[src/text_stats_bom_classifier_assert.svh]
// Assertion macros for the text statistics and byte order mark classifier.
`ifndef TEXT_STATS_BOM_CLASSIFIER_ASSERT_SVH
`define TEXT_STATS_BOM_CLASSIFIER_ASSERT_SVH
`ifndef SYNTH
`define TSB_ASSERT(name, clk, rst, prop, msg) \
   name: assert property (@(posedge clk) disable iff (rst) prop) else $error(msg);
`define TSB_ASSERT_ALWAYS(name, clk, prop, msg) \
   name: assert property (@(posedge clk) prop) else $error(msg);
`else
`define TSB_ASSERT(name, clk, rst, prop, msg)
`define TSB_ASSERT_ALWAYS(name, clk, prop, msg)
`endif
`endif

[src/tsb_pkg.sv]
// Types, constants and byte classification functions for the text statistics block.
`timescale 1ns / 1ps

package tsb_pkg;

   localparam int CountBits = 32;
   localparam int NumCnt    = 6;

   localparam logic [2:0] CNT_PRINT    = 3'd0;
   localparam logic [2:0] CNT_NONPRINT = 3'd1;
   localparam logic [2:0] CNT_NUL      = 3'd2;
   localparam logic [2:0] CNT_LF       = 3'd3;
   localparam logic [2:0] CNT_CR       = 3'd4;
   localparam logic [2:0] CNT_CRLF     = 3'd5;

   localparam logic [7:0] EofByte = 8'h1A;

   typedef logic [CountBits-1:0] count_type;
   typedef logic [NumCnt-1:0] bump_type;

   typedef enum logic [2:0] {
      BOM_NONE    = 3'd0,
      BOM_UTF8    = 3'd1,
      BOM_UTF16LE = 3'd2,
      BOM_UTF16BE = 3'd3,
      BOM_UTF32LE = 3'd4,
      BOM_UTF32BE = 3'd5
   } bom_type;

   typedef struct packed {
      bom_type    kind;
      logic [2:0] len;
   } mark_type;

   // Returns which counters one counted byte bumps.
   function automatic bump_type classify(input logic [7:0] c, input logic was_cr);
      bump_type b;
      b = '0;
      if ((c > 8'h1F && c < 8'h7F) || c > 8'h9F) begin
         b[CNT_PRINT] = 1'b1;
      end else begin
         case (c) inside
            8'h00: begin
               b[CNT_NUL]      = 1'b1;
               b[CNT_NONPRINT] = 1'b1;
            end
            8'h0A: begin
               b[CNT_LF]   = 1'b1;
               b[CNT_CRLF] = was_cr;
            end
            8'h0D: begin
               b[CNT_CR] = 1'b1;
            end
            8'h08, 8'h09, 8'h0B, 8'h0C, 8'h1B: begin
               b[CNT_PRINT] = 1'b1;
            end
            default: begin
               b[CNT_NONPRINT] = 1'b1;
            end
         endcase
      end
      return b;
   endfunction

   // Decides the byte order mark from the first n head bytes.
   function automatic mark_type detect_mark(input logic [7:0] b0, input logic [7:0] b1,
                                            input logic [7:0] b2, input logic [7:0] b3,
                                            input logic [2:0] n);
      mark_type m;
      m.kind = BOM_NONE;
      m.len  = 3'd0;
      if (n >= 3'd2) begin
         if (b0 == 8'h00) begin
            if (n >= 3'd4 && b1 == 8'h00 && b2 == 8'hFE && b3 == 8'hFF) begin
               m.kind = BOM_UTF32BE;
               m.len  = 3'd4;
            end
         end else if (b0 == 8'hEF) begin
            if (n >= 3'd3 && b1 == 8'hBB && b2 == 8'hBF) begin
               m.kind = BOM_UTF8;
               m.len  = 3'd3;
            end
         end else if (b0 == 8'hFE) begin
            if (b1 == 8'hFF) begin
               m.kind = BOM_UTF16BE;
               m.len  = 3'd2;
            end
         end else if (b0 == 8'hFF && b1 == 8'hFE) begin
            if (n >= 3'd4 && b2 == 8'h00 && b3 == 8'h00) begin
               m.kind = BOM_UTF32LE;
               m.len  = 3'd4;
            end else begin
               m.kind = BOM_UTF16LE;
               m.len  = 3'd2;
            end
         end
      end
      return m;
   endfunction

endpackage

[src/text_stats_bom_classifier.sv]
// Top level of the byte order mark detector and text statistics counter.
//
// A file enters as a stream of requests on req_*, one byte each, with
// req_last_byte set on its final byte; a file holds at least one byte.
// A byte can be accepted each clock while req_stall is low.
// The first four bytes are held to detect a UTF-8, UTF-16 or UTF-32 byte
// order mark; the held bytes are counted together once the mark is decided.
// The final request produces one result on rsp_*, valid in the cycle after
// that request is accepted: the mark kind, six saturating counters and the
// binary verdict. Other requests produce no result.
// The result register holds a finished result while rsp_stall is high;
// bytes of the next file are still accepted meanwhile, and req_stall rises
// only for a final byte that arrives while the previous result still waits.
// csr_wr_en writes the mark skip bit, which is sampled when the mark is
// decided; when it is set, the bytes of a detected mark are not counted.
// Synchronous reset clears the counters, the mark and rsp_valid, and clears
// the mark skip bit.
`timescale 1ns / 1ps
`include "text_stats_bom_classifier_assert.svh"

module text_stats_bom_classifier (
   input  logic        clock,
   input  logic        reset,
   input  logic        csr_wr_en,
   input  logic        csr_wr_data,
   input  logic        req_valid,
   output logic        req_stall,
   input  logic [7:0]  req_data_byte,
   input  logic        req_last_byte,
   output logic        rsp_valid,
   input  logic        rsp_stall,
   output logic [2:0]  rsp_bom_kind,
   output logic [31:0] rsp_printable_count,
   output logic [31:0] rsp_nonprintable_count,
   output logic [31:0] rsp_nul_count,
   output logic [31:0] rsp_lf_count,
   output logic [31:0] rsp_cr_count,
   output logic [31:0] rsp_crlf_count,
   output logic        rsp_looks_binary
);

   localparam int CntW = tsb_pkg::CountBits;
   localparam logic [CntW:0] MaxCnt = {1'b0, {CntW{1'b1}}};

   logic                skip_ff;
   logic [7:0]          window_ff [4];
   logic [2:0]          bytes_seen_ff, bytes_seen_in;
   logic                prev_cr_ff, prev_cr_in;
   tsb_pkg::count_type  cnt_ff [tsb_pkg::NumCnt];
   tsb_pkg::count_type  cnt_in [tsb_pkg::NumCnt];
   tsb_pkg::count_type  cnt_new [tsb_pkg::NumCnt];
   tsb_pkg::bom_type    bom_ff, bom_in, bom_now;
   logic                rsp_valid_ff, rsp_valid_in;
   tsb_pkg::bom_type    rsp_bom_ff;
   tsb_pkg::count_type  rsp_cnt_ff [tsb_pkg::NumCnt];
   logic                rsp_binary_ff, binary_now;

   logic                accept, load_rsp, deciding, eof;
   logic [2:0]          n_held, start_idx, stop_idx;
   logic [7:0]          head [4];
   logic [7:0]          slot_byte [4];
   logic [3:0]          slot_en;
   tsb_pkg::mark_type   mark;
   logic [2:0]          inc [tsb_pkg::NumCnt];
   logic [CntW:0]       sum [tsb_pkg::NumCnt];

   assign req_stall = rsp_valid_ff & rsp_stall & req_last_byte;
   assign accept    = req_valid & ~req_stall;
   assign load_rsp  = accept & req_last_byte;

   always_comb begin
      tsb_pkg::bump_type bumps;
      logic              cr_chain;

      n_held   = bytes_seen_ff + 3'd1;
      deciding = ~bytes_seen_ff[2] & ((n_held == 3'd4) | req_last_byte);
      eof      = req_last_byte & (req_data_byte == tsb_pkg::EofByte);

      for (int i = 0; i < 4; i++) begin
         head[i] = (2'(i) == bytes_seen_ff[1:0]) ? req_data_byte : window_ff[i];
      end
      mark = tsb_pkg::detect_mark(head[0], head[1], head[2], head[3], n_held);

      start_idx = skip_ff ? mark.len : 3'd0;
      stop_idx  = eof ? bytes_seen_ff : n_held;

      for (int s = 0; s < 4; s++) begin
         slot_byte[s] = head[s];
         slot_en[s]   = deciding && (3'(s) >= start_idx) && (3'(s) < stop_idx);
      end
      if (bytes_seen_ff[2]) begin
         slot_byte[0] = req_data_byte;
         slot_en      = {3'b000, ~eof};
      end

      for (int k = 0; k < tsb_pkg::NumCnt; k++) begin
         inc[k] = 3'd0;
      end
      cr_chain = prev_cr_ff;
      for (int s = 0; s < 4; s++) begin
         bumps = slot_en[s] ? tsb_pkg::classify(slot_byte[s], cr_chain) : '0;
         if (slot_en[s]) begin
            cr_chain = bumps[tsb_pkg::CNT_CR];
         end
         for (int k = 0; k < tsb_pkg::NumCnt; k++) begin
            inc[k] = inc[k] + 3'(bumps[k]);
         end
      end

      for (int k = 0; k < tsb_pkg::NumCnt; k++) begin
         sum[k]     = (CntW+1)'(cnt_ff[k]) + (CntW+1)'(inc[k]);
         cnt_new[k] = (sum[k] > MaxCnt) ? cnt_ff[k] | {CntW{1'b1}} : sum[k][CntW-1:0];
      end

      bom_now    = deciding ? mark.kind : bom_ff;
      binary_now = (|cnt_new[tsb_pkg::CNT_NUL])
                   || ((cnt_new[tsb_pkg::CNT_PRINT] >> 7) < cnt_new[tsb_pkg::CNT_NONPRINT]);

      bytes_seen_in = bytes_seen_ff;
      prev_cr_in    = prev_cr_ff;
      bom_in        = bom_ff;
      cnt_in        = cnt_ff;
      if (accept) begin
         if (req_last_byte) begin
            bytes_seen_in = 3'd0;
            prev_cr_in    = 1'b0;
            bom_in        = tsb_pkg::BOM_NONE;
            for (int k = 0; k < tsb_pkg::NumCnt; k++) begin
               cnt_in[k] = '0;
            end
         end else begin
            bytes_seen_in = (deciding || bytes_seen_ff[2]) ? 3'd4 : n_held;
            prev_cr_in    = cr_chain;
            bom_in        = bom_now;
            cnt_in        = cnt_new;
         end
      end

      rsp_valid_in = load_rsp | (rsp_valid_ff & rsp_stall);
   end

   always_ff @(posedge clock) begin
      if (reset) begin
         skip_ff       <= 1'b0;
         bytes_seen_ff <= 3'd0;
         prev_cr_ff    <= 1'b0;
         bom_ff        <= tsb_pkg::BOM_NONE;
         rsp_valid_ff  <= 1'b0;
         for (int k = 0; k < tsb_pkg::NumCnt; k++) begin
            cnt_ff[k] <= '0;
         end
      end else begin
         if (csr_wr_en) begin
            skip_ff <= csr_wr_data;
         end
         bytes_seen_ff <= bytes_seen_in;
         prev_cr_ff    <= prev_cr_in;
         bom_ff        <= bom_in;
         cnt_ff        <= cnt_in;
         rsp_valid_ff  <= rsp_valid_in;
      end
   end

   always_ff @(posedge clock) begin
      if (accept && !bytes_seen_ff[2]) begin
         window_ff[bytes_seen_ff[1:0]] <= req_data_byte;
      end
      if (load_rsp) begin
         rsp_bom_ff    <= bom_now;
         rsp_cnt_ff    <= cnt_new;
         rsp_binary_ff <= binary_now;
      end
   end

   assign rsp_valid              = rsp_valid_ff;
   assign rsp_bom_kind           = rsp_bom_ff;
   assign rsp_printable_count    = 32'(rsp_cnt_ff[tsb_pkg::CNT_PRINT]);
   assign rsp_nonprintable_count = 32'(rsp_cnt_ff[tsb_pkg::CNT_NONPRINT]);
   assign rsp_nul_count          = 32'(rsp_cnt_ff[tsb_pkg::CNT_NUL]);
   assign rsp_lf_count           = 32'(rsp_cnt_ff[tsb_pkg::CNT_LF]);
   assign rsp_cr_count           = 32'(rsp_cnt_ff[tsb_pkg::CNT_CR]);
   assign rsp_crlf_count         = 32'(rsp_cnt_ff[tsb_pkg::CNT_CRLF]);
   assign rsp_looks_binary       = rsp_binary_ff;

   `TSB_ASSERT(a_last_gives_rsp, clock, reset,
               (req_valid && !req_stall && req_last_byte)
               |=> (rsp_valid_ff && bytes_seen_ff == 3'd0),
               "final request did not produce a result and clear the stream")
   `TSB_ASSERT(a_quiet_before_mark, clock, reset,
               (bytes_seen_ff != 3'd4) |-> (bom_ff == tsb_pkg::BOM_NONE
                  && cnt_ff[tsb_pkg::CNT_PRINT] == '0
                  && cnt_ff[tsb_pkg::CNT_NONPRINT] == '0
                  && cnt_ff[tsb_pkg::CNT_CR] == '0),
               "bytes counted before the mark was decided")
   `TSB_ASSERT(a_crlf_bounded, clock, reset,
               (cnt_ff[tsb_pkg::CNT_CRLF] <= cnt_ff[tsb_pkg::CNT_LF]
                && cnt_ff[tsb_pkg::CNT_CRLF] <= cnt_ff[tsb_pkg::CNT_CR]),
               "pair counter exceeds line feed or carriage return counter")
   `TSB_ASSERT_ALWAYS(a_stall_needs_rsp, clock, req_stall |-> rsp_valid_ff,
                      "request stalled with no result waiting")

endmodule
[config.mk]
export PLATFORM = sky130hd
export DESIGN_NAME = text_stats_bom_classifier
export DESIGN_NICKNAME = d
export VERILOG_FILES = /design/src/tsb_pkg.sv /design/src/text_stats_bom_classifier.sv
export VERILOG_INCLUDE_DIRS = /design/src /design/src/src
export SDC_FILE = /design/constraint.sdc
export NUM_CORES = 1
export LEC_CHECK = 0
export BUFFER_PORTS_ARGS = -buffer_cell sky130_fd_sc_hd__buf_2
export CAP_MARGIN = 0
export CORE_UTILIZATION = 60
export CTS_CLUSTER_DIAMETER = 80
export CTS_CLUSTER_SIZE = 30
export DETAILED_ROUTE_END_ITERATION = 12
export GPL_ROUTABILITY_DRIVEN = 0
export PLACE_DENSITY_LB_ADDON = 0.05
export SETUP_SLACK_MARGIN = 0.05
export SLEW_MARGIN = 20
export SYNTH_ARGS = -nofsm -noshare
export SYNTH_HDL_FRONTEND = slang
export SYNTH_SLANG_ARGS = --single-unit
[constraint.sdc]
create_clock -name clock -period 13.7 [get_ports clock]
set_clock_uncertainty 0.15 [all_clocks]
set_input_delay 2.74 -clock clock [delete_from_list [all_inputs] [get_ports clock]]
set_output_delay 2.74 -clock clock [all_outputs]
set_load 0.005 [all_outputs]
# Yosys cells after proc, flatten, opt, wreduce, memory -nomap -nowiden
# Memories as Yosys holds them, arrays and structs flattened.
# Index checks and enable logic that the tools add are counted.
[word_totals]
reg_bits = 397
elab_cells = 278
mem_bits_rw = 32
n_memories = 1
[classes]
bitwise = 11
magnitude_cmp = 30
n_eq_ne = 42
addsub = 25
mux = 111
reduce_logical = 39
[memory_table]
columns = ["name", "words", "word_bits", "rd", "rd_ports_with_merged_regs", "wr", "line", "rtl"]
rows = [
  ["window_ff", 4, 8, 4, 0, 1, "text_stats_bom_classifier.sv:46", "logic [7:0] window_ff [4];"],
]
[op_table]
columns = ["op", "n"]
rows = [
  ["32-bit by 3-bit adder with 33-bit output", 6],
  ["33-bit by 32-bit > comparator with 1-bit output (second input constant)", 6],
  ["8-bit by 4-bit equality test with 1-bit output (second input constant)", 24],
  ["192-bit 2-to-1 mux", 1],
  ["32-bit 2-to-1 mux", 6],
  ["1-bit 2-to-1 mux", 75],
  ["8-bit equality test (second input constant)", 9],
  ["6-bit 2-to-1 mux", 11],
  ["8-bit by 5-bit equality test with 1-bit output (second input constant)", 5],
  ["8-bit zero test", 5],
  ["8-bit 2-to-1 mux", 5],
  ["8-bit by 5-bit > comparator with 1-bit output (second input constant)", 4],
  ["8-bit > comparator (second input constant)", 4],
  ["25-bit by 32-bit less-than comparator with 1-bit output", 1],
  ["8-bit by 7-bit less-than comparator with 1-bit output (second input constant)", 4],
  ["32-bit OR reduction", 1],
  ["5-bit 2-to-1 mux", 5],
  ["1-bit logical AND", 21],
  ["5-bit OR reduction", 4],
  ["2-bit by 1-bit adder with 3-bit output", 6],
  ["3-bit by 1-bit adder with 3-bit output", 6],
  ["3-bit 2-to-1 mux", 6],
  ["1-bit by 1-bit adder with 2-bit output", 6],
  ["4-bit 2-to-1 mux", 2],
  ["16 further kinds", 35],
]

# Longest topological paths before layout
# Gate-level depths: netlist of the first run.
[logic_depth]
word_depth = 38
depth_mapped = 32

# Least setup slack after synthesis of the first run
# Ideal clock, no wire load.
[synth_timing]
path_kind = "input -> register"
from = "input rsp_stall"
to = "register rsp_bom_ff[0], in the netlist rsp_bom_kind[0], enable pin"
t_arrival_ns = 11.426
required_time_ns = 12.792
path_stages = 5
setup_ns = 0.758
path_buffers = 1
setup_slack_ns = 1.366
cell_sequence = "nand3_1 > nand2_1 > nor2_1 > clkbuf_1 > nor2_1"
[synth_via]
elab_chain_len = 5
[synth_rtl]
columns = ["item", "line", "rtl"]
rows = [
  ["from (decl)", "text_stats_bom_classifier.sv:31", "input logic rsp_stall,"],
  ["1-bit bitwise AND (2 in series)", "text_stats_bom_classifier.sv:67", "assign req_stall = rsp_valid_ff & rsp_stall & req_last_byte;"],
  ["1-bit NOT", "text_stats_bom_classifier.sv:68", "assign accept = req_valid & ~req_stall;"],
  ["1-bit bitwise AND", "text_stats_bom_classifier.sv:68", ""],
  ["1-bit bitwise AND", "text_stats_bom_classifier.sv:69", "assign load_rsp = accept & req_last_byte;"],
  ["named net load_rsp", "text_stats_bom_classifier.sv:58", "logic accept, load_rsp, deciding, eof;"],
  ["to (signal assigned)", "text_stats_bom_classifier.sv:169", "rsp_bom_ff <= bom_now;"],
  ["to (decl)", "text_stats_bom_classifier.sv:54", "tsb_pkg::bom_type rsp_bom_ff;"],
]
# The timed path passes the listed nets, and every way through them passes these cells.
# A chain may end at the register's enable or synchronous reset.

==> results.txt, run 1 <==
The placeable core area came out at 0.03557 sq mm. The post-detailed-route count of antenna-violating nets is 0. For hold timing, the worst endpoint is cnt_ff[64]. The number of global-route vias before repair is 15,640. The post-route fraction of the period consumed by the critical path is 0.7555. The number of nets in the layout came out at 2,424. The die extent in x came out at 192.1 um. The total die area came out at 0.03689 sq mm. Relative to the synthesized area, the layout overhead comes to 9.051%. For the worst-skew pair, the clock arrives at the later sink with an insertion delay of 0.57 ns. The first detailed-routing pass took 6 iterations. The largest total area in the synthesized netlist belongs to edfxtp_1. The global-route congestion overflow total is 0. For this block, the routed nets add up to 53,990 um of wire. The post-cts sizing count came out at 0. Of the synthesized area, sequential elements account for 0.5015. The minimum setup slack among reg-to-reg paths came out at 4.51 ns.

The initialized floorplan defines 69 standard-cell rows. The sequential group share of total power is 0.607. The sort of element at the start of the critical path is an input pin.

The synthesized net count is 2,308. The capture instance of the worst register-to-register path is rsp_looks_binary. Yosys printed 0 warnings. The data required time of the worst path is 13.85 ns. TritonCTS built the clock tree. The worst flop-to-flop path startpoint is bytes_seen_ff[0].

The number of instances in the synthesized netlist is 2,240. The tree is rooted in a clkbuf_16. The share of Yosys cell area claimed by the top area cell type is 0.3159. The via-per-instance ratio is 6.146.

In this run the worst path has a maximum fanout of 24. In the final layout, the share of cells above drive strength 1 is 0.1287. The number of pins exceeding their max-slew limit in the final report is 0.

For this design, the sink count on the clock tree is 429. The count of final setup violators is 0. The run finished with clean final reports. The number of buffers inserted during clock tree synthesis came out at 21. Counting instances, the worst hold path has a depth of 1.

The distinct cell type count after synthesis is 83. The first-pass GRT wire length came out at 83,500 um. The overall routing resource usage came out at 0.2835. Setup repair after global routing left no endpoint under its margin. The height of the chip is 192.1 um.

The switching power total came out at 0.5572 mW. The number of buffer cells added on primary ports came out at 212. The cell leakage power is 9.214 nW.

The portion of synthesized area spent on multiplexers is 0.009178. The part of the power in the clock network is 0.331. For the final routed database, the setup TNS stands at 0 ns.

The post-DP HPWL is 36,510 um. Counting flops with an async set or reset pin after synthesis yields a share of 0. The critical path start-end classification is in2reg. Entering global routing, the biggest net connects 198 pins. The number of cells traversed by the worst register-to-register path came out at 25. At the worst endpoint, the arrival time is 10.50 ns. The initial antenna violation count came out at 1. The buffer count from post-CTS setup fixing is 0. The internal cell power came out at 1.756 mW. The post-synthesis cell area is 0.02168 sq mm. The number of buffers inserted for hold repair after clock tree synthesis came out at 0. The pin slew with the least headroom to its limit came out at 1.112 ns. The max-slew headroom at the worst pin came out at 0.2587.

The starting density of the core came out at 0.6094. The number of flops mapped to enable cells by yosys is 228. The vias after detailed routing is 17,410.

The number of hold-slack violations in the final timing report came out at 0. The peak ir drop on the vdd network came out at 0.1257 mV. In the post-synthesis netlist, the cell with the most instances is nor2_1. The maximum buffer depth of the clock tree came out at 3. The startpoint of the tightest hold check path is cnt_ff[64]. By area the synthesized netlist is led by edfxtp_1, dfxtp_1, a22oi_1, nor2_1, nand2_1. The net switching share of the total power came out at 0.2409. Of the total synthesized cell area, the portion taken by AND, OR, NAND and NOR gates is 0.2116. The adder and majority gate portion of the synthesized area is 0.03683.

The CTS clock-pin slew for the worst setup and hold paths is 0.10 ns. After synthesis, the largest family of logic cells by area is simple AND/OR/NAND/NOR gates. During I/O placement, the number of pins put on the boundary was 213.

The total power divided by cell area is 97.85 mW/mm^2. The tool flagged a number of max-cap violations equal to 0. The category of the worst setup path capture point is a flop. The area of combinational cells with multiple inputs is 0.009963 sq mm. The maximum operating frequency is 96.62 MHz. The post-synthesis compound-gate area fraction is 0.1401.

In the routed design, unresolved DRC markers number 0. Of the total power, combinational logic draws 0.062. The worst path in the final design needs a cycle of 10.35 ns, including I/O delays and setup. The layout filler cell count is 2,910. The average routed wire per standard cell is 19.06 um.

In the synthesized netlist the dominant register cell turns out to be edfxtp_1. The synthesized-area fraction occupied by xor and xnor cells came out at 0.06061. In the synthesized netlist, the cells that appear most often are nor2_1, nand2_1, edfxtp_1.

The worst hold path belongs to the class reg2reg. The post-synthesis sequential element count came out at 429. The sequential standard cell area is 0.01087 sq mm. CTS built an H-tree with a depth of 1. The iteration-0 DRC count of the detailed router is 1,635.

The synthesized area divided by synthesized cell count is 9.677 sq um. The overall power after layout is 2.313 mW.
cells by family (layout without fill, tap and decap cells):
group,Yosys count,count (layout)
xor gates and xnor gates,150,150
other,0,1
DFF,429,429
buffers and inverters,219,349
adders and majority gates,53,53
muxes,19,19
AOI/OAI and AO/OA,442,442
and+or+nand+nor,928,928
worst max-delay path by stage:
stage,startpoint,end,slack [ns],cells past startpoint
6_report,req_last_byte,rsp_looks_binary,3.35,24
5_1_grt,req_last_byte,rsp_looks_binary,2.86,24
4_1_cts,req_last_byte,rsp_looks_binary,3.46,24
3_5_place_dp,req_last_byte,rsp_looks_binary,2.86,24
3_3_place_gp,req_last_byte,rsp_looks_binary,3.03,24
2_1_floorplan,rsp_stall,rsp_bom_kind[0],1.37,5
critical path, cell delays in order:
cell	delay, ns
buf_2	0.49
nor4bb_1	0.36
nand3_1	0.26
nand3_1	0.17
o311ai_0	0.12
o21ai_0	0.38
o21ai_0	0.17
or4b_2	0.71
fa_1	0.51
fa_1	0.51
fa_1	0.52
nand4b_1	0.23
or4_1	0.45
or3_1	0.65
o21ai_0	0.28
inv_1	0.08
ha_1	0.29
and3_1	0.16
o21ai_0	0.08
o21ai_0	0.25
a31oi_1	0.11
nor4_1	0.27
a21oi_1	0.14
or4_1	0.54
routing by layer:
metal  GRT usage  part of all wire  vias to the layer above
li1            -                 -                     8341
met1      0.4072              0.44                     8384
met2      0.4535              0.47                      582
met3     0.02558             0.058                       98
met4     0.08934             0.032                        0
met5           0                 0                        -
through the flow:
stage	instances	util	hold WS (ns)	area, sq um	setup slack [ns]
5_1_grt	2831	0.6645	0.3881	23640	2.861
2_1_floorplan	2240	-	0.2924	21680	1.366
6_report	2832	0.6646	0.3514	23640	3.350
3_3_place_gp	2794	0.6442	0.3092	22910	3.028
3_5_place_dp	2794	0.6442	0.3292	22910	2.858
4_1_cts	2831	0.6643	0.3543	23630	3.456
power groups by stage:
stage / registers [mW] / clock network [mW] / logic, mW
after floorplan: 1.44 / 0 / 0.0734
after global placement: 1.43 / 0 / 0.142
after detailed placement: 1.43 / 0 / 0.144
after CTS: 1.40 / 0.782 / 0.144
after global routing: 1.41 / 0.825 / 0.157
final: 1.40 / 0.765 / 0.144
state kept, by name, indices dropped and copies added (netlist names):
| signal | cells |
|---|---|
| bom_ff | 3 |
| bytes_seen_ff | 3 |
| cnt_ff | 192 |
| prev_cr_ff | 1 |
| rsp_bom_kind | 3 |
| rsp_cr_count | 32 |
| rsp_crlf_count | 32 |
| rsp_lf_count | 32 |
| rsp_looks_binary | 1 |
| rsp_nonprintable_count | 32 |
| rsp_nul_count | 32 |
| rsp_printable_count | 32 |
| rsp_valid | 1 |
| skip_ff | 1 |
| window_ff | 32 |
layout by cell type, fill, tap and decap left out, types with 14 or more instances in the layout:
| cell type | n |
|---|---|
| a21o_1 | 16 |
| a21oi_1 | 68 |
| a22oi_1 | 164 |
| a31oi_1 | 19 |
| and2_1 | 18 |
| and3_1 | 36 |
| and4_1 | 25 |
| buf_2 | 211 |
| buf_4 | 14 |
| clkbuf_16 | 21 |
| dfxtp_1 | 201 |
| edfxtp_1 | 228 |
| fa_1 | 18 |
| ha_1 | 35 |
| inv_1 | 85 |
| mux2i_1 | 14 |
| nand2_1 | 263 |
| nand2b_1 | 18 |
| nand3_1 | 84 |
| nand4_1 | 63 |
| nor2_1 | 267 |
| nor2b_1 | 14 |
| nor3_1 | 32 |
| nor4_1 | 18 |
| o21ai_0 | 73 |
| xnor2_1 | 56 |
| xor2_1 | 94 |
layout make-up:
cell class / count / area share
clock inverters: 12 / 0.007305
clock buffers: 25 / 0.02287
diodes: 1 / 0.0001059
multi-input cells: 1592 / 0.4215
well taps: 461 / 0.02440
flip-flops and latches: 429 / 0.4599
repair buffers: 227 / 0.05044
inverters: 85 / 0.01350
No activity file was read; power rests on OpenSTA's default activity.
==> run 2: changes to the inputs <==
==> constraint.sdc (replaced) <==
create_clock -name clock -period 10 [get_ports clock]
set_clock_uncertainty 0.15 [all_clocks]
set_input_delay 2 -clock clock [delete_from_list [all_inputs] [get_ports clock]]
set_output_delay 2 -clock clock [all_outputs]
set_load 0.005 [all_outputs]
==> results.txt, run 2 (same netlist as run 1, synthesis figures left out) <==
The run finished with clean final reports. The cell leakage power is 9.284 nW (+0.76%). The critical path endpoint is rsp_looks_binary. The count of final setup violators is 0 (unchanged). The net switching share of the total power came out at 0.2494 (+0.008485). The number of pins exceeding their max-slew limit in the final report came out at 0 (unchanged).

The total length of routed met3 wires came to 3947 um (+27%). In the finished design, the share of the clock period the worst path needs comes to 0.9315. The number of global-route vias before repair came out at 16,050 (+2.6%).

The switching power total came out at 0.8087 mW (+45%). The post-cts sizing count is 0 (unchanged). The data arrival at the endpoint of the critical path is 9.48 ns (-1.02 ns). The number of buffers inserted during clock tree synthesis is 23 (+9.5%). The post-DP HPWL came out at 36,610 um (+0.26%).

The part of the power in the clock network is 0.345 (+0.014). The clock latency reported for the late side of the worst-skew pair came out at 0.57 ns (about the same). The placeable core area was 0.03557 sq mm (unchanged). The hold slack is 0.3406 ns (-0.01077 ns). Leaving out fill and tap cells, the most frequent cell in the layout is nor2_1. The max-slew headroom at the worst pin is 0.2351 (-0.02356). The minimum setup slack among reg-to-reg paths came out at 0.87 ns (-3.64 ns). The worst register-to-register path begins at bytes_seen_ff[0].

The start point of the critical path is req_data_byte[3]. Ranked by flip-flop count, first place goes to cnt_ff. The initial antenna violation count is 1 (unchanged). Counting I/O delays and the setup requirement, the final critical path takes 9.315 ns. The pin slew with the least headroom to its limit came to 1.147 ns (+0.03535 ns). The count of standard-cell rows was 69 (unchanged). The internal cell power is 2.434 mW (+39%). The global-route congestion overflow total came out at 0 (unchanged). STA classifies the critical path endpoint as a flop. The TritonCTS clock tree is done.

The tree is rooted in a clkbuf_16. The maximum buffer depth of the clock tree came out at 3 (unchanged). The via-per-instance ratio came out at 6.191 (+0.73%).

The synthesis-to-layout area growth came out at 9.686%. The sort of element at the start of the critical path is an input pin. The worst hold path belongs to the class reg2reg. Setup repair after global routing left no endpoint under its margin. The height of the chip is 192.1 um (unchanged). The number of hold-slack violations in the final timing report came out at 0 (unchanged).

The number of nets in the layout is 2,431 (+0.29%). The total negative slack for setup checks is 0 ns (unchanged). In this run the top signal layer used is met5.

The first-pass GRT wire length is 84,640 um (+1.4%). The average routed wire per standard cell is 19.08 um (about the same). The iteration-0 DRC count of the detailed router is 1,501 (-8.2%). The detailed route wirelength on metal2 is 25,250 um (+0.19%). The number of cells traversed by the worst register-to-register path came out at 23 (-8.0%). The level count of the clock H-tree came out at 1 (unchanged). The top-level port count is 213 (unchanged). The maximum operating frequency came out at 107.4 MHz. The area of combinational cells with multiple inputs is 0.009956 sq mm (about the same). The maximum fanout encountered on the critical timing path was 17 (-29%). The length of routed wiring on met1 came out at 23,480 um (-2.0%). The die extent in x was 192.1 um (unchanged). The CTS clock-pin slew for the worst setup and hold paths is 0.11 ns (about the same). The largest net degree at the start of global routing came out at 198 (unchanged). The peak ir drop on the vdd network is 0.1519 mV (+21%). The starting density of the core is 0.6094 (unchanged).

The antenna cell count came out at 0 (-1). The number of buffer cells added on primary ports is 212 (unchanged). The post-route DRC violation count is 0 (unchanged). The vias after detailed routing came out at 17,590 (+1.1%).

The number of cells on the worst hold path came to 1 (unchanged). The setup path with the least slack is of type in2reg. The first-pass iteration count of the detailed router came to 6 (unchanged). The data required time of the worst path was 10.17 ns (-3.68 ns).

The post-detailed-route count of antenna-violating nets came out at 0 (unchanged). The number of buffers inserted for hold repair after clock tree synthesis is 0 (unchanged). The sequential standard cell area is 0.01087 sq mm (unchanged).

The clock sink count is 429 (unchanged). In the layout the commonest cells are nor2_1, nand2_1, edfxtp_1. The power share of the combinational group is 0.061 (about the same). The layout filler cell count came out at 2,893 (-0.58%).

The buffer count from post-CTS setup fixing is 0 (unchanged). The overall routing resource usage came to 0.2871 (+0.003595). The ratio of cells with drive above 1 in the final layout was 0.1315 (+0.002821). The total die area came out at 0.03689 sq mm (unchanged). The worst register-to-register path ends at rsp_looks_binary. The total power divided by cell area was 136.4 mW/mm^2 (+39%). The number of flip-flops in the largest register came to 192 (unchanged). The sequential group share of total power came out at 0.593 (-0.014). The aggregate routed wire length is 54,220 um (+0.42%). The number of violations of the max-capacitance limit came out at 0 (unchanged).
## run 2: cell types whose count changed in the layout (fill, tap and decap cells not counted), sizes merged
cell / previous run / this run
buf: 227 / 232
bufinv: 1 / 0
clkbuf: 25 / 27
diode: 1 / 0
inv: 91 / 95
## run 2: through the flow
stage               utilization  worst slack (ns)  instances  total power [mW]  instance area (sq um)
global route             0.6684            0.2812       2841             3.349                  23780
floorplan                     -            0.8931       2240             2.073                  21680
CTS                      0.6684            0.8185       2841             3.267                  23780
detailed placement       0.6456            0.1799       2799             2.163                  22960
global placement         0.6456            0.4881       2799             2.159                  22960
finish                   0.6684            0.6852       2841             3.242                  23780
## run 2: power groups by stage
stage,Clock [mW],Combinational (mW),Sequential (mW)
after CTS,1.14,0.199,1.92
after global placement,0,0.196,1.96
after detailed placement,0,0.199,1.96
after floorplan,0,0.101,1.97
final,1.12,0.199,1.92
after global routing,1.20,0.217,1.93
## run 2: layout make-up
class,count,share of cell area
Tap cell,461,0.02426
Timing Repair Buffer,232,0.05226
Clock buffer,27,0.02484
Inverter,85,0.01342
Clock inverter,15,0.009262
Multi-Input combinational cell,1592,0.4187
Sequential cell,429,0.4572
## run 2: worst min-delay path by stage
| stage | start | to | slack [ns] |
|---|---|---|---|
| final | cnt_ff[64] | cnt_ff[64] | 0.34 |
| after global routing | cnt_ff[64] | cnt_ff[64] | 0.38 |
| after CTS | cnt_ff[64] | cnt_ff[64] | 0.34 |
| after detailed placement | cnt_ff[64] | cnt_ff[64] | 0.31 |
| after global placement | cnt_ff[64] | cnt_ff[64] | 0.31 |
| after floorplan | cnt_ff[64] | cnt_ff[64] | 0.29 |
## run 2: worst max-delay path: stages
cell	delay (ns)
buf_2	0.31
nor2b_1	0.30
nand3_1	0.28
nand3_1	0.17
o311ai_0	0.12
o21ai_0	0.36
o21ai_0	0.19
or4b_2	0.71
fa_1	0.50
fa_1	0.51
fa_1	0.41
nand4b_1	0.21
or4_1	0.49
or3_1	0.65
o21ai_0	0.26
inv_1	0.09
ha_1	0.28
and3_1	0.17
o21ai_0	0.09
o21ai_0	0.26
a31oi_1	0.11
nor4_1	0.28
a21oi_1	0.15
or4_1	0.55
## run 2: layer usage
metal	track usage	vias up
li1	-	8359
met4	0.08540	2
met1	0.4068	8392
met3	0.03928	117
met5	0	-
met2	0.4581	718
==> run 3: changes to the inputs <==
--- a/config.mk
+++ b/config.mk
@@ -10,7 +10,6 @@
 export CAP_MARGIN = 0
 export CORE_UTILIZATION = 60
 export CTS_CLUSTER_DIAMETER = 80
-export CTS_CLUSTER_SIZE = 30
 export DETAILED_ROUTE_END_ITERATION = 12
 export GPL_ROUTABILITY_DRIVEN = 0
 export PLACE_DENSITY_LB_ADDON = 0.05
==> constraint.sdc (replaced) <==
create_clock -name clock -period 10 [get_ports clock]
set_clock_uncertainty 0.15 [all_clocks]
set_input_delay 1.5 -clock clock [delete_from_list [all_inputs] [get_ports clock]]
set_output_delay 1.5 -clock clock [all_outputs]
set_load 0.005 [all_outputs]
==> results.txt, run 3 (same netlist as run 1, synthesis figures left out) <==
The run finished with clean final reports. The ratio of cells with drive above 1 in the final layout was 0.1416 (+0.01004). The final standard cell area without fillers is 0.02441 sq mm (+2.7%). The cell area reported after detailed placement came to 0.02295 sq mm (about the same). The number of cells on the worst hold path is 1 (unchanged). The cell chosen for the clock root is clkbuf_16. TritonCTS built the clock tree. The post-route fraction of the period consumed by the critical path is 0.9255 (-0.005947). On the critical path, the stage with the largest delay is an instance of ha_1. The initial antenna violation count is 0 (-1).

The category of the worst setup path capture point is a flop. The minimum setup slack among reg-to-reg paths came to 0.74 ns (-0.13 ns). The number of violations of the max-capacitance limit came out at 0 (unchanged). The largest stage delay on the critical path came out at 0.82 ns (+0.11 ns). The number of buffers inserted during clock tree synthesis came out at 44 (+91%). The number of buffer cells added on primary ports is 212 (unchanged). The max-slew headroom at the worst pin is 0.3041 (+0.06901). The post-route DRC violation count was 0 (unchanged).

The hold slack came out at 0.3467 ns (+0.006098 ns). The worst slack after detailed placement came out at 0.5318 ns (+0.3519 ns). Among the stages of the critical path, the cell type that occurs most often is o21ai_0. The peak ir drop on the vdd network was 0.1843 mV (+21%). The largest net degree at the start of global routing is 170 (-14%).

The buffer count from post-CTS setup fixing came out at 0 (unchanged). The first-pass iteration count of the detailed router came out at 6 (unchanged). The cell leakage power is 9.591 nW (+3.3%).

The via-per-instance ratio is 6.214 (+0.37%). The number of hold-slack violations in the final timing report is 0 (unchanged). The data arrival at the endpoint of the critical path came out at 9.41 ns (-0.07 ns). The CTS clock-pin slew for the worst setup and hold paths is 0.06 ns (-0.05 ns). The total die area came out at 0.03689 sq mm (unchanged).

The min-delay analysis places its worst path in the category reg2reg. The global-route congestion overflow total is 0 (unchanged). The pin slew with the least headroom to its limit was 1.044 ns (-0.1035 ns).

Setup repair after global routing left no endpoint under its margin. The post-cts sizing count is 0 (unchanged). The iteration-0 DRC count of the detailed router came out at 1,434 (-4.5%).

The number of cells traversed by the worst register-to-register path is 25 (+8.7%). The vias after detailed routing is 17,880 (+1.6%). The antenna cell count came to 0 (unchanged). The first-pass GRT wire length came out at 86,510 um (+2.2%).

The critical path start-end classification is reg2reg. The total buffers and inverters traversed by the critical path is 2 (unchanged). The post-detailed-route count of antenna-violating nets came out at 0 (unchanged). The die extent in x came out at 192.1 um (unchanged).

The aggregate routed wire length came out at 55,460 um (+2.3%). The overall power after layout was 3.773 mW (+16%). The maximum buffer depth of the clock tree came to 3 (unchanged). The clock latency reported for the late side of the worst-skew pair came out at 0.57 ns (about the same). The post-DP HPWL is 36,700 um (+0.25%).

The setup slack after layout came out at 0.7447 ns (+0.05947 ns). On the critical path the largest part of the delay comes from simple AND/OR/NAND/NOR gates. The count of final setup violators was 0 (unchanged).

The clock sink count is 429 (unchanged). The sort of element at the start of the critical path is a flop. The path with the worst hold slack has its endpoint at cnt_ff[64]. The maximum operating frequency is 108.0 MHz (+0.64%). The post-layout utilization of the core came out at 0.6864 (+0.01794). The starting density of the core came out at 0.6094 (unchanged). In this run the critical register-to-register path is captured at rsp_looks_binary.

The number of flip-flops in the largest register came to 192 (unchanged). The data required time of the worst path is 10.15 ns (-0.02 ns). The average routed wire per standard cell came to 19.28 um (+1.0%). The register with the most flip-flops in the final layout is cnt_ff. The overall routing resource usage came to 0.2965 (+0.009384). The number of buffers inserted for hold repair after clock tree synthesis is 0 (unchanged). The total placed cells including tap cells is 2,796 (-0.11%). The number of nets in the layout was 2,450 (+0.78%). The count of standard-cell rows was 69 (unchanged). The area growth from synthesis to layout is 12.63%.

The level count of the clock H-tree is 2 (+1). The height of the chip is 192.1 um (unchanged). The number of global-route vias before repair came out at 16,190 (+0.87%). The number of pins exceeding their max-slew limit in the final report is 0 (unchanged).

The startpoint of the tightest hold check path is cnt_ff[64]. In this run the critical register-to-register path is launched from bytes_seen_ff[0]. The total negative slack for setup checks came to 0 ns (unchanged). The critical path starts at bytes_seen_ff[0].

The total power divided by cell area was 154.5 mW/mm^2 (+13%). The final cell count without fillers came to 2,877 (+1.3%). The placeable core area came to 0.03557 sq mm (unchanged).

Leaving out fill and tap cells, the most frequent cell in the layout is nor2_1. The final critical-path required period was 9.255 ns (-0.05947 ns). Leaving out fill and tap cells, the most frequent cells in the layout are nor2_1, nand2_1, edfxtp_1. The maximum fanout encountered on the critical timing path was 29 (+12). The top-level port count came out at 213 (unchanged).
run 3: layer usage:
layer  part of all wire  wire (um)  vias up  GRT usage
met5                  0          0        -          0
met4              0.027       1486        0    0.08813
met3              0.073       4035      120    0.04988
met2               0.47      25830      735     0.4676
met1               0.43      24110     8607     0.4189
li1                   -          -     8415          -
run 3: final cells by class:
cell class,instances,area [sq um]
fill,2814,11160
timing repair buffer,230,1240
clock buffer,54,1211
inverter,85,319.1
sequential,429,10870
clock inverter,26,232.7
tap,461,576.8
multi-input combinational,1592,9963
run 3: worst max path at each step:
stage | end | slack (ns) | depth (start not counted)
detailed placement | rsp_looks_binary | 0.53 | 24
global route | rsp_looks_binary | 0.25 | 26
CTS | rsp_looks_binary | 0.86 | 25
finish | rsp_looks_binary | 0.74 | 25
floorplan | rsp_looks_binary | 1.39 | 27
global placement | rsp_looks_binary | 0.86 | 24
run 3: power breakdown:
| group | switching, mW | internal, mW | leakage [nW] |
|---|---|---|---|
| Combinational | 0.142 | 0.0588 | 5.10 |
| Clock | 0.684 | 0.963 | 0.699 |
| Sequential | 0.0202 | 1.91 | 3.79 |
